===== config.mk =====
export PLATFORM = sky130hd
export DESIGN_NAME = sfcl_detail_scale
export DESIGN_NICKNAME = d
export VERILOG_FILES = /design/src/design/sphere_frustum_cull_lod_defines.svh /design/src/design/sfcl_pkg.sv /design/src/design/sfcl_detail_scale.sv
export SDC_FILE = /design/constraint.sdc
export NUM_CORES = 2
export LEC_CHECK = 0
export BUFFER_PORTS_ARGS = -buffer_cell sky130_fd_sc_hd__buf_2
export CAP_MARGIN = 5
export CORE_MARGIN = 4
export CORE_UTILIZATION = 32
export DETAILED_ROUTE_END_ITERATION = 12
export SYNTH_ARGS = -nofsm -noshare
export SYNTH_HDL_FRONTEND = slang
export SYNTH_SLANG_ARGS = --single-unit

===== constraint.sdc =====
create_clock -name clock -period 9.4 [get_ports clock]
set_clock_uncertainty 0.1 [all_clocks]
set_input_delay 1.88 -clock clock [delete_from_list [all_inputs] [get_ports clock]]
set_output_delay 1.88 -clock clock [all_outputs]
set_load 0.03 [all_outputs]

===== src/design/sphere_frustum_cull_lod_defines.svh =====
// assertion macros for the sphere frustum cull block
// no dependencies; included by files that carry concurrent assertions
`ifndef SPHERE_FRUSTUM_CULL_LOD_DEFINES_SVH
`define SPHERE_FRUSTUM_CULL_LOD_DEFINES_SVH
`ifndef SYNTHESIS
`define SFCL_ASSERT_IMP(name, clk, rst, ante, cons) \
   name: assert property (@(posedge clk) disable iff (rst) (ante) |-> (cons)) \
      else $error("sfcl assertion failed");
`define SFCL_ASSERT_NXT(name, clk, rst, ante, cons) \
   name: assert property (@(posedge clk) disable iff (rst) (ante) |=> (cons)) \
      else $error("sfcl assertion failed");
`else
`define SFCL_ASSERT_IMP(name, clk, rst, ante, cons)
`define SFCL_ASSERT_NXT(name, clk, rst, ante, cons)
`endif
`endif


===== src/design/sfcl_pkg.sv =====
// types and constants for the sphere frustum cull block
// no dependencies; used by every module of the block
package sfcl_pkg;

   localparam int COORD_W      = 16;
   localparam int PROD_W       = 32;
   localparam int FRAC_SHIFT   = 14;
   localparam int DIST_W       = 35;
   localparam int T_W          = DIST_W - 1;
   localparam int DEPTH_W      = 20;
   localparam int DETAIL_W     = 16;
   localparam int NEAR_W       = 16;
   localparam int INV_W        = 32;
   localparam int INV_HALF     = INV_W / 2;
   localparam int PART_W       = T_W + INV_HALF;
   localparam int SUM_W        = PART_W + 1;
   localparam int DETAIL_SHIFT = 18;
   localparam int PLANE_COUNT  = 4;
   localparam int CSR_INDEX_W  = 3;
   localparam int CSR_DATA_W   = 64;
   localparam int NUM_STAGES   = 5;

   // pipeline stage positions
   localparam int STG_PROD  = 0;
   localparam int STG_SUM   = 1;
   localparam int STG_CULL  = 2;
   localparam int STG_SCALE = 3;
   localparam int STG_OUT   = 4;

   // plane slots
   localparam int PLANE_LEFT  = 0;
   localparam int PLANE_RIGHT = 1;
   localparam int PLANE_FAR   = 2;
   localparam int PLANE_NEAR  = 3;

   // register indexes
   localparam logic [CSR_INDEX_W-1:0] CSR_PLANE_LEFT  = 3'd0;
   localparam logic [CSR_INDEX_W-1:0] CSR_PLANE_RIGHT = 3'd1;
   localparam logic [CSR_INDEX_W-1:0] CSR_PLANE_FAR   = 3'd2;
   localparam logic [CSR_INDEX_W-1:0] CSR_PLANE_NEAR  = 3'd3;
   localparam logic [CSR_INDEX_W-1:0] CSR_NEAR_DIST   = 3'd4;
   localparam logic [CSR_INDEX_W-1:0] CSR_INV_RANGE   = 3'd5;

   typedef struct packed {
      logic signed [COORD_W-1:0] offset;
      logic signed [COORD_W-1:0] nz;
      logic signed [COORD_W-1:0] ny;
      logic signed [COORD_W-1:0] nx;
   } plane_type;

   typedef struct packed {
      logic signed [COORD_W-1:0] centre_x;
      logic signed [COORD_W-1:0] centre_y;
      logic signed [COORD_W-1:0] centre_z;
      logic [COORD_W-1:0]        sphere_radius;
   } req_type;

   typedef struct packed {
      logic                visible;
      logic [DEPTH_W-1:0]  near_depth;
      logic [DETAIL_W-1:0] detail_level;
   } rsp_type;

   typedef struct packed {
      logic [NUM_STAGES-1:0] load;
   } pipe_ctl_type;

endpackage


===== src/design/sfcl_detail_scale.sv =====
// detail scaling: split product by the inverse range, combine and clamp to Q0.16
// depends on sfcl_pkg
module sfcl_detail_scale (
   input  logic                             clock,
   input  sfcl_pkg::pipe_ctl_type           ctl,
   input  logic [sfcl_pkg::T_W-1:0]         span,
   input  logic [sfcl_pkg::INV_W-1:0]       inverse_range,
   output logic [sfcl_pkg::DETAIL_W-1:0]    detail_level
);

   logic [sfcl_pkg::PART_W-1:0]                       part_hi_in, part_lo_in;
   logic [sfcl_pkg::PART_W-1:0]                       part_hi_ff, part_lo_ff;
   logic [sfcl_pkg::SUM_W-1:0]                        total;
   logic [sfcl_pkg::SUM_W-sfcl_pkg::DETAIL_SHIFT-1:0] quot;
   logic [sfcl_pkg::DETAIL_W-1:0]                     detail_in, detail_ff;

   assign part_hi_in = sfcl_pkg::PART_W'(span)
      * sfcl_pkg::PART_W'(inverse_range[sfcl_pkg::INV_W-1:sfcl_pkg::INV_HALF]);
   assign part_lo_in = sfcl_pkg::PART_W'(span)
      * sfcl_pkg::PART_W'(inverse_range[sfcl_pkg::INV_HALF-1:0]);

   always_ff @(posedge clock) begin
      if (ctl.load[sfcl_pkg::STG_SCALE]) begin
         part_hi_ff <= part_hi_in;
         part_lo_ff <= part_lo_in;
      end
   end

   assign total = sfcl_pkg::SUM_W'(part_hi_ff)
                + sfcl_pkg::SUM_W'(part_lo_ff >> sfcl_pkg::INV_HALF);
   assign quot  = total[sfcl_pkg::SUM_W-1:sfcl_pkg::DETAIL_SHIFT];

   always_comb begin
      if (|quot[$bits(quot)-1:sfcl_pkg::DETAIL_W]) begin
         detail_in = '1;
      end else begin
         detail_in = quot[sfcl_pkg::DETAIL_W-1:0];
      end
   end

   always_ff @(posedge clock) begin
      if (ctl.load[sfcl_pkg::STG_OUT]) begin
         detail_ff <= detail_in;
      end
   end

   assign detail_level = detail_ff;

endmodule


==> impl_metrics.env <==
export IMPL_hold_buffers=0
export IMPL_synth_area_per_cell_um2=9.00
export IMPL_path_max_fanout=25
export IMPL_finalHoldViolCount=0
export IMPL_start_util=0.324
export IMPL_via_per_inst=4.84
export IMPL_clockRootBuffer="clkbuf_16"
export IMPL_syn_area_mm2=0.0390
export IMPL_portBuffers=84
export IMPL_critPathLaunch="span[7]"
export IMPL_drt_first_pass_iters=5
export IMPL_finalNetCount=5533
export IMPL_ys_top_cells_by_count="inv_1, fa_1, nand2_1, and2_1, ha_1"
export IMPL_synth_cell_type_count=85
export IMPL_yosysTopAreaCell="fa_1"
export IMPL_tns_ps=0
export IMPL_cts_setup_buffers=0
export IMPL_synthTopCellsByArea="fa_1, inv_1, ha_1, edfxtp_1, and2_1"
export IMPL_drt_iter0_markers=1791
export IMPL_grt_antenna_before_repair=5
export IMPL_die_area_mm2=0.127
export IMPL_cp_end_kind="register"
export IMPL_r2r_setup_slack_ps=5450
export IMPL_hp_class="register to register"
export IMPL_ys_seq_elements=100
export IMPL_holdPathEnd="detail_level[10]"
export IMPL_grt_pass1_vias=31300
export IMPL_drc_errors=0
export IMPL_slew_headroom=0.365
export IMPL_die_x_um=357
export IMPL_die_h_um=357
export IMPL_grt_max_degree=69
export IMPL_drv_cap=0
export IMPL_synth_nets=5568
export IMPL_grt_setup_unrepaired="no"
export IMPL_r2r_end="detail_level[1]"
export IMPL_post_place_ws_ps=243
export IMPL_start_kind="input port"
export IMPL_setup_viol=0
export IMPL_synth_cells=4331
export IMPL_grt_overflow_total=0
export IMPL_tightest_slew_ps=952
export IMPL_dp_hpwl_um=85600
export IMPL_syn_to_final_growth_pct=6.81
export IMPL_routed_wl_um=107000
export IMPL_grt_pass1_wl_um=175000
export IMPL_synth_top_area_share=0.458
export IMPL_wl_per_cell_um=18.1
export IMPL_vias=28600
export IMPL_ant_nets=0
export IMPL_cts_tree="built"
export IMPL_post_cts_resized=0
export IMPL_synthArstFlopShare=0
export IMPL_ios=88
export IMPL_cp_arrival_ps=8860
export IMPL_synth_main_ff_cell="edfxtp_1"
export IMPL_drv_slew=0
export IMPL_num_rows=127
export IMPL_track_usage=0.175
export IMPL_core_mm2=0.120
export IMPL_fin_crit_sh=0.940
export IMPL_timing_rr_start="part_hi_ff[25]"
export IMPL_cts_inserted_buffers=9
export IMPL_post_synth_top_count_cell="inv_1"
export IMPL_hold_start="part_lo_ff[44]"
export IMPL_cts_htree_levels=3
export IMPL_cts_sinks=100
export IMPL_yosysSeqAreaShare=0.0770
export IMPL_cts_path_max_buffers=2
export IMPL_place_congestion=0.874
export IMPL_required_ps=9420
export IMPL_clock_latency_ps=380
export IMPL_status="finished clean"
export IMPL_min_path_cells=3
export IMPL_rr_worst_depth=10
export IMPL_yosysWarnings=0
export IMPL_clk_pin_slew_ps=80
export IMPL_synth_edf_count=100
export IMPL_drive_above_1_share=0.0542
export IMPL_fin_ws_ps=561
export IMPL_crit_type="input port to register"
export IMPL_fmax_mhz=113
export IMPL_period_needed_ps=8840
cells by family after synthesis:
family	count (synthesis)	synth area share
simple gates	1405	0.175
mux	3	0.000802
compound gates	385	0.0670
flops	100	0.0770
fa+ha+maj	1165	0.545
xor+xnor	88	0.0198
buf+inv	1185	0.115
critical path, stage by stage:
cell	delay, ps
buf_2	600
buf_4	270
nand2_1	80
fa_1	570
inv_1	60
fa_1	550
fa_1	440
fa_1	480
fa_1	510
inv_1	50
fa_1	470
inv_1	40
ha_1	320
and3_1	250
a221o_1	300
a21oi_1	330
o21ai_0	310
nor3_1	360
buf_4	200
o31ai_1	110
and2_1	210
a221oi_1	310
xnor2_1	130
sequential cells by signal, indices dropped and copies added (netlist names):
register,count
detail_level,16
part_lo_ff,34
part_hi_ff,50
per-stage QoR:
stage	utilization	cells	cell area, um2	hold WS, ps
finish	0.346	5914	41600	796
detailed placement	0.343	5897	41300	817
global route	0.346	5913	41600	883
floorplan	-	4331	39000	621
global placement	0.343	5897	41300	837
CTS	0.346	5913	41600	857
routing by layer:
layer | wire length [um] | track usage | vias up | part of all wire
li1 | - | - | 12900 | -
met1 | 47000 | 0.236 | 14900 | 0.44
met2 | 51800 | 0.299 | 764 | 0.48
met3 | 6190 | 0.0247 | 122 | 0.058
met4 | 2010 | 0.0369 | 2 | 0.019
met5 | 10 | 0 | - | 0.000093
layout by cell type, fill, tap and decap left out, types with 6 or more instances in the layout:
cell type	n
buf_4	100
and4_1	8
nor3_1	23
or3_1	6
inv_1	951
nand2b_1	12
a31oi_1	10
buf_2	83
edfxtp_1	100
and3_1	16
o21ai_0	51
o31ai_1	10
nor2b_1	13
nand2_1	716
o21bai_1	19
a221oi_1	7
nand4_1	18
a21oi_1	109
xor2_1	36
nand3_1	50
clkbuf_16	9
xnor2_1	52
ha_1	274
a21boi_0	6
o21a_1	15
nor2_1	65
a21o_1	79
a211oi_1	13
and2_1	453
fa_1	891
layout make-up:
cell class	count	area, um2
diodes	1	2.50
clock buffers	9	225
clock inverters	7	70.1
fillers	12500	78800
inverters	951	3570
multi-input cells	3046	31500
flip-flops and latches	100	3000
well taps	1612	2020
repair buffers	188	1270
worst max-delay path by stage:
stage	endpoint	slack, ps	cells after the start
after floorplan	part_hi_ff[47]	1390	23
after CTS	part_lo_ff[49]	600	23
after detailed placement	part_lo_ff[49]	240	23
final	part_lo_ff[49]	560	23
after global placement	part_lo_ff[49]	190	23
after global routing	part_lo_ff[49]	270	23
Power is left out: the tool's default activity adds up to more than one toggle a clock period on the data nets, which glitch-free logic cannot reach.
