[config.mk]
export PLATFORM = sky130hd
export DESIGN_NAME = sfcl_plane_lane
export DESIGN_NICKNAME = d
export VERILOG_FILES = /design/src/design/sphere_frustum_cull_lod_defines.svh /design/src/design/sfcl_pkg.sv /design/src/design/sfcl_plane_lane.sv
export SDC_FILE = /design/constraint.sdc
export NUM_CORES = 2
export LEC_CHECK = 0
export BUFFER_PORTS_ARGS = -buffer_cell sky130_fd_sc_hd__buf_2
export CAP_MARGIN = 20
export CORE_ASPECT_RATIO = 1.4
export CORE_MARGIN = 5
export CORE_UTILIZATION = 60
export CTS_CLUSTER_SIZE = 14
export DETAILED_ROUTE_END_ITERATION = 8
export PLACE_DENSITY_LB_ADDON = 0.25
export SYNTH_ARGS = -nofsm -noshare
export SYNTH_HDL_FRONTEND = slang
export SYNTH_SLANG_ARGS = --single-unit
[constraint.sdc]
create_clock -name clock -period 9.6 [get_ports clock]
set_input_delay 2.88 -clock clock [delete_from_list [all_inputs] [get_ports clock]]
set_output_delay 2.88 -clock clock [all_outputs]
set_load 0.1 [all_outputs]
[src/design/sphere_frustum_cull_lod_defines.svh]
// assertion macros for the sphere frustum cull block
// no dependencies; included by files that carry concurrent assertions
`ifndef SPHERE_FRUSTUM_CULL_LOD_DEFINES_SVH
`define SPHERE_FRUSTUM_CULL_LOD_DEFINES_SVH
`ifndef SYNTHESIS
`define SFCL_ASSERT_IMP(name, clk, rst, ante, cons) \
   name: assert property (@(posedge clk) disable iff (rst) (ante) |-> (cons)) \
      else $error("sfcl assertion failed");
`define SFCL_ASSERT_NXT(name, clk, rst, ante, cons) \
   name: assert property (@(posedge clk) disable iff (rst) (ante) |=> (cons)) \
      else $error("sfcl assertion failed");
`else
`define SFCL_ASSERT_IMP(name, clk, rst, ante, cons)
`define SFCL_ASSERT_NXT(name, clk, rst, ante, cons)
`endif
`endif

[src/design/sfcl_pkg.sv]
// types and constants for the sphere frustum cull block
// no dependencies; used by every module of the block
package sfcl_pkg;

   localparam int COORD_W      = 16;
   localparam int PROD_W       = 32;
   localparam int FRAC_SHIFT   = 14;
   localparam int DIST_W       = 35;
   localparam int T_W          = DIST_W - 1;
   localparam int DEPTH_W      = 20;
   localparam int DETAIL_W     = 16;
   localparam int NEAR_W       = 16;
   localparam int INV_W        = 32;
   localparam int INV_HALF     = INV_W / 2;
   localparam int PART_W       = T_W + INV_HALF;
   localparam int SUM_W        = PART_W + 1;
   localparam int DETAIL_SHIFT = 18;
   localparam int PLANE_COUNT  = 4;
   localparam int CSR_INDEX_W  = 3;
   localparam int CSR_DATA_W   = 64;
   localparam int NUM_STAGES   = 5;

   // pipeline stage positions
   localparam int STG_PROD  = 0;
   localparam int STG_SUM   = 1;
   localparam int STG_CULL  = 2;
   localparam int STG_SCALE = 3;
   localparam int STG_OUT   = 4;

   // plane slots
   localparam int PLANE_LEFT  = 0;
   localparam int PLANE_RIGHT = 1;
   localparam int PLANE_FAR   = 2;
   localparam int PLANE_NEAR  = 3;

   // register indexes
   localparam logic [CSR_INDEX_W-1:0] CSR_PLANE_LEFT  = 3'd0;
   localparam logic [CSR_INDEX_W-1:0] CSR_PLANE_RIGHT = 3'd1;
   localparam logic [CSR_INDEX_W-1:0] CSR_PLANE_FAR   = 3'd2;
   localparam logic [CSR_INDEX_W-1:0] CSR_PLANE_NEAR  = 3'd3;
   localparam logic [CSR_INDEX_W-1:0] CSR_NEAR_DIST   = 3'd4;
   localparam logic [CSR_INDEX_W-1:0] CSR_INV_RANGE   = 3'd5;

   typedef struct packed {
      logic signed [COORD_W-1:0] offset;
      logic signed [COORD_W-1:0] nz;
      logic signed [COORD_W-1:0] ny;
      logic signed [COORD_W-1:0] nx;
   } plane_type;

   typedef struct packed {
      logic signed [COORD_W-1:0] centre_x;
      logic signed [COORD_W-1:0] centre_y;
      logic signed [COORD_W-1:0] centre_z;
      logic [COORD_W-1:0]        sphere_radius;
   } req_type;

   typedef struct packed {
      logic                visible;
      logic [DEPTH_W-1:0]  near_depth;
      logic [DETAIL_W-1:0] detail_level;
   } rsp_type;

   typedef struct packed {
      logic [NUM_STAGES-1:0] load;
   } pipe_ctl_type;

endpackage

[src/design/sfcl_plane_lane.sv]
// one plane lane: three products, then signed distance plus radius
// depends on sfcl_pkg
module sfcl_plane_lane (
   input  logic                                clock,
   input  sfcl_pkg::pipe_ctl_type              ctl,
   input  sfcl_pkg::plane_type                 plane,
   input  logic signed [sfcl_pkg::COORD_W-1:0] centre_x,
   input  logic signed [sfcl_pkg::COORD_W-1:0] centre_y,
   input  logic signed [sfcl_pkg::COORD_W-1:0] centre_z,
   input  logic [sfcl_pkg::COORD_W-1:0]        sphere_radius,
   output logic signed [sfcl_pkg::DIST_W-1:0]  dist_sum
);

   logic signed [sfcl_pkg::PROD_W-1:0]  prod_x_in, prod_y_in, prod_z_in;
   logic signed [sfcl_pkg::PROD_W-1:0]  prod_x_ff, prod_y_ff, prod_z_ff;
   logic signed [sfcl_pkg::COORD_W-1:0] offset_ff;
   logic [sfcl_pkg::COORD_W-1:0]        radius_ff;
   logic signed [sfcl_pkg::DIST_W-1:0]  offset_ext, radius_ext, sum_in, sum_ff;

   assign prod_x_in = $signed(plane.nx) * centre_x;
   assign prod_y_in = $signed(plane.ny) * centre_y;
   assign prod_z_in = $signed(plane.nz) * centre_z;

   always_ff @(posedge clock) begin
      if (ctl.load[sfcl_pkg::STG_PROD]) begin
         prod_x_ff <= prod_x_in;
         prod_y_ff <= prod_y_in;
         prod_z_ff <= prod_z_in;
         offset_ff <= plane.offset;
         radius_ff <= sphere_radius;
      end
   end

   assign offset_ext = sfcl_pkg::DIST_W'(offset_ff) <<< sfcl_pkg::FRAC_SHIFT;
   assign radius_ext = $signed({{(sfcl_pkg::DIST_W - sfcl_pkg::COORD_W
                                  - sfcl_pkg::FRAC_SHIFT){1'b0}},
                                radius_ff, {sfcl_pkg::FRAC_SHIFT{1'b0}}});
   assign sum_in = sfcl_pkg::DIST_W'(prod_x_ff) + sfcl_pkg::DIST_W'(prod_y_ff)
                 + sfcl_pkg::DIST_W'(prod_z_ff) + offset_ext + radius_ext;

   always_ff @(posedge clock) begin
      if (ctl.load[sfcl_pkg::STG_SUM]) begin
         sum_ff <= sum_in;
      end
   end

   assign dist_sum = sum_ff;

endmodule

==> impl_metrics.tcl <==
set metrics [dict create \
    cpPeakStageDelay_ps 770 \
    grt_pass1_wl_um 140300 \
    synth-main-ff-cell "edfxtp_1" \
    cts_root_buf "clkbuf_16" \
    cp_cell_sequence "buf_2 > nand2_1 > inv_1 > fa_1 > fa_1 > fa_1 > fa_1 > fa_1 > inv_1 > fa_1 > inv_1 > ha_1 > nand4_1 > inv_1 > nand2_1 > a211oi_1 > o31ai_1 > a31oi_1 > mux2i_1 > nand4_1" \
    regToRegSetupSlack_ps 5270 \
    min_from "prod_z_ff[1]$_DFFE_PP_" \
    slew_headroom_pct 33.23 \
    cp_common_cell "fa_1" \
    critPathMaxFanout 16 \
    critical_path_arrival_ps 8890 \
    drv_cap 0 \
    stdcell_area_sq_um 40000 \
    cts_resized 0 \
    hp-class "reg -> reg" \
    met2_usage_pct 45.91 \
    cp-end-kind "flip-flop" \
    postPlaceCellArea_sq_um 39400 \
    rows 109 \
    path_delay_family "adder cells" \
    grt-ovfl-total 0 \
    ios 169 \
    finalHoldViolations 0 \
    grt.busiest_layer "met2" \
    setup_viol 0 \
    synthArstFlopShare_pct 0 \
    fin_util_pct 63.62 \
    max_freq_mhz 114.9 \
    synth-edff-count 163 \
    reg2reg_depth 14 \
    grt_setup_unrepaired "false" \
    finalNetCount 5134 \
    worstSetupPathType "in -> reg" \
    clock_path_buffers 2 \
    netlist_area_sq_um 37840 \
    cp-start-kind "input pin" \
    vias_per_cell 5.409 \
    core_sq_um 62870 \
    die_h_um 307.1 \
    crit_slowest_cell "fa_1" \
    min_to "dist_sum[1]$_DFFE_PP_" \
    dp_hpwl_um 71760 \
    wire_per_inst_um 17.84 \
    hold_buffers 0 \
    fin_skew_ps 12.76 \
    fin_crit_ps 8706 \
    period_share_pct 90.69 \
    drc 0 \
    cts_tree "done" \
    cts-buffers-inserted 17 \
    holdPathStages 2 \
    initial_core_util_pct 60.18 \
    dr.pass1.iters 7 \
    synth_cell_types 82 \
    cts_max_level 4 \
    ant_nets 0 \
    synth.avg_cell_area_sq_um 10.10 \
    place_inst 4653 \
    via_count 25360 \
    io_buffer_count 165 \
    wl_um 83660 \
    reg2reg_from "prod_x_ff[14]$_DFFE_PP_" \
    ys_seq_area_share_pct 12.94 \
    critPathBufInv 5 \
    yosys_warnings 0 \
    syn_nets 5041 \
    die_w_um 222.2 \
    synthesis.instances 3747 \
    ys_seq_elements 163 \
    required_ps 9780 \
    r2r_end "dist_sum[30]$_DFFE_PP_" \
    grt_antenna_before_repair 4 \
    die_area_sq_um 68260 \
    postCtsSetupBuffers 0 \
    slew_viol_final 0 \
    clk_latency_ps 450 \
    grt.met3_usage_pct 2.893 \
    first_iter_violations 1354 \
    grt_pass1_vias 27760 \
    finalNonFillerCells 4688 \
    clock-sinks 163 \
    status "finished clean" \
    tightest_slew_ps 1002 \
    clk_pin_slew_ps 70 \
    use_met1_pct 32.31 \
    syn_to_final_growth_pct 5.707 \
    grt_util_all_layers_pct 25.50 \
    grt_max_degree 81 \
    setup-tns-final_ps 0 \
    place.gp.congestion 0.8921 \
    drive_gt1_share_pct 6.099 \
]
-- cell type report --
class / instances / area [sq um]
antenna: 3 / 7.507
clock buffer: 17 / 425.4
clock inverter: 15 / 162.7
fill: 5198 / 22870
inverter: 887 / 3329
multi-input combinational: 2592 / 29200
sequential: 163 / 4895
tap: 832 / 1041
timing repair buffer: 179 / 937.1
-- tightest hold or removal path: cells and delay by family (launching register included) --
kind       cells  cell delay [ps]
fa+ha+maj      2              290
flops          1              340
-- synth_stat cells (all sizes together) (14+ instances only) --
cell,instances,area [sq um]
a21o,47,352.8
a21oi,76,384.1
a31oi,14,87.58
and2,377,2359
clkbuf,97,364.1
edfxtp,163,4895
fa,854,17100
ha,306,3829
inv,887,3329
nand2,394,1479
nand2b,19,118.9
nand3,24,120.1
nor2,91,344.1
nor3,32,165.2
o21ai,44,224.0
xnor2,88,770.7
xor2,33,289.0
-- cell usage in the layout (no fill, tap or decap), drive strengths merged, types with 8 or more instances in the layout --
master	n
inv	894
fa	854
nand2	394
and2	377
ha	306
buf	179
edfxtp	163
nor2	91
xnor2	88
a21oi	76
a21o	47
o21ai	44
xor2	33
nor3	32
nand3	24
nand2b	19
clkbuf	17
a31oi	14
a211oi	13
and3	13
o21a	12
o211ai	12
nand4	11
a211o	10
nor4	10
or2	10
nor2b	9
o21bai	8
a2111oi	8
-- sequential cells by signal (all words and copies together), names as in the netlist --
register,flops
dist_sum,35
offset_ff,16
prod_x_ff,32
prod_y_ff,32
prod_z_ff,32
radius_ff,16
-- cells by family (layout without fill, tap and decap cells) --
family | count (synthesis) | count (layout) | synth area share (%)
AO/OA/AOI/OAI | 298 | 298 | 5.549
XOR/XNOR | 121 | 121 | 2.801
adder cells (fa/ha/maj) | 1160 | 1160 | 55.30
buffers and inverters | 992 | 1098 | 9.893
flip-flops | 163 | 163 | 12.94
multiplexers | 2 | 2 | 0.05291
other | 0 | 3 | 0
AND/OR/NAND/NOR | 1011 | 1011 | 13.47
-- worst max-delay path by stage --
| stage | from | endpoint | slack [ps] | depth (start not counted) |
|---|---|---|---|---|
| after floorplan | plane[31] | prod_y_ff[31]$_DFFE_PP_ | 930 | 19 |
| after global placement | centre_x[1] | prod_x_ff[31]$_DFFE_PP_ | 520 | 20 |
| after detailed placement | centre_z[7] | prod_z_ff[25]$_DFFE_PP_ | 490 | 22 |
| after CTS | centre_x[1] | prod_x_ff[31]$_DFFE_PP_ | 910 | 20 |
| after global routing | centre_x[1] | prod_x_ff[31]$_DFFE_PP_ | 650 | 20 |
| final | centre_x[1] | prod_x_ff[31]$_DFFE_PP_ | 890 | 20 |
-- routing by layer --
layer,wire length [um],up-vias
met5,0,-
met4,3030,0
met3,4249,141
met2,44090,696
met1,32280,12970
li1,-,11550
-- metrics by stage --
step                setup slack (ps)  hold WS (ps)
CTS                            913.5         746.1
floorplan                      930.9         680.3
global placement               515.4         724.6
detailed placement             487.1         722.5
finish                         894.1         738.4
global route                   650.6         783.5
Power is left out: the tool's default activity adds up to more than one toggle a clock period on the data nets, which glitch-free logic cannot reach.
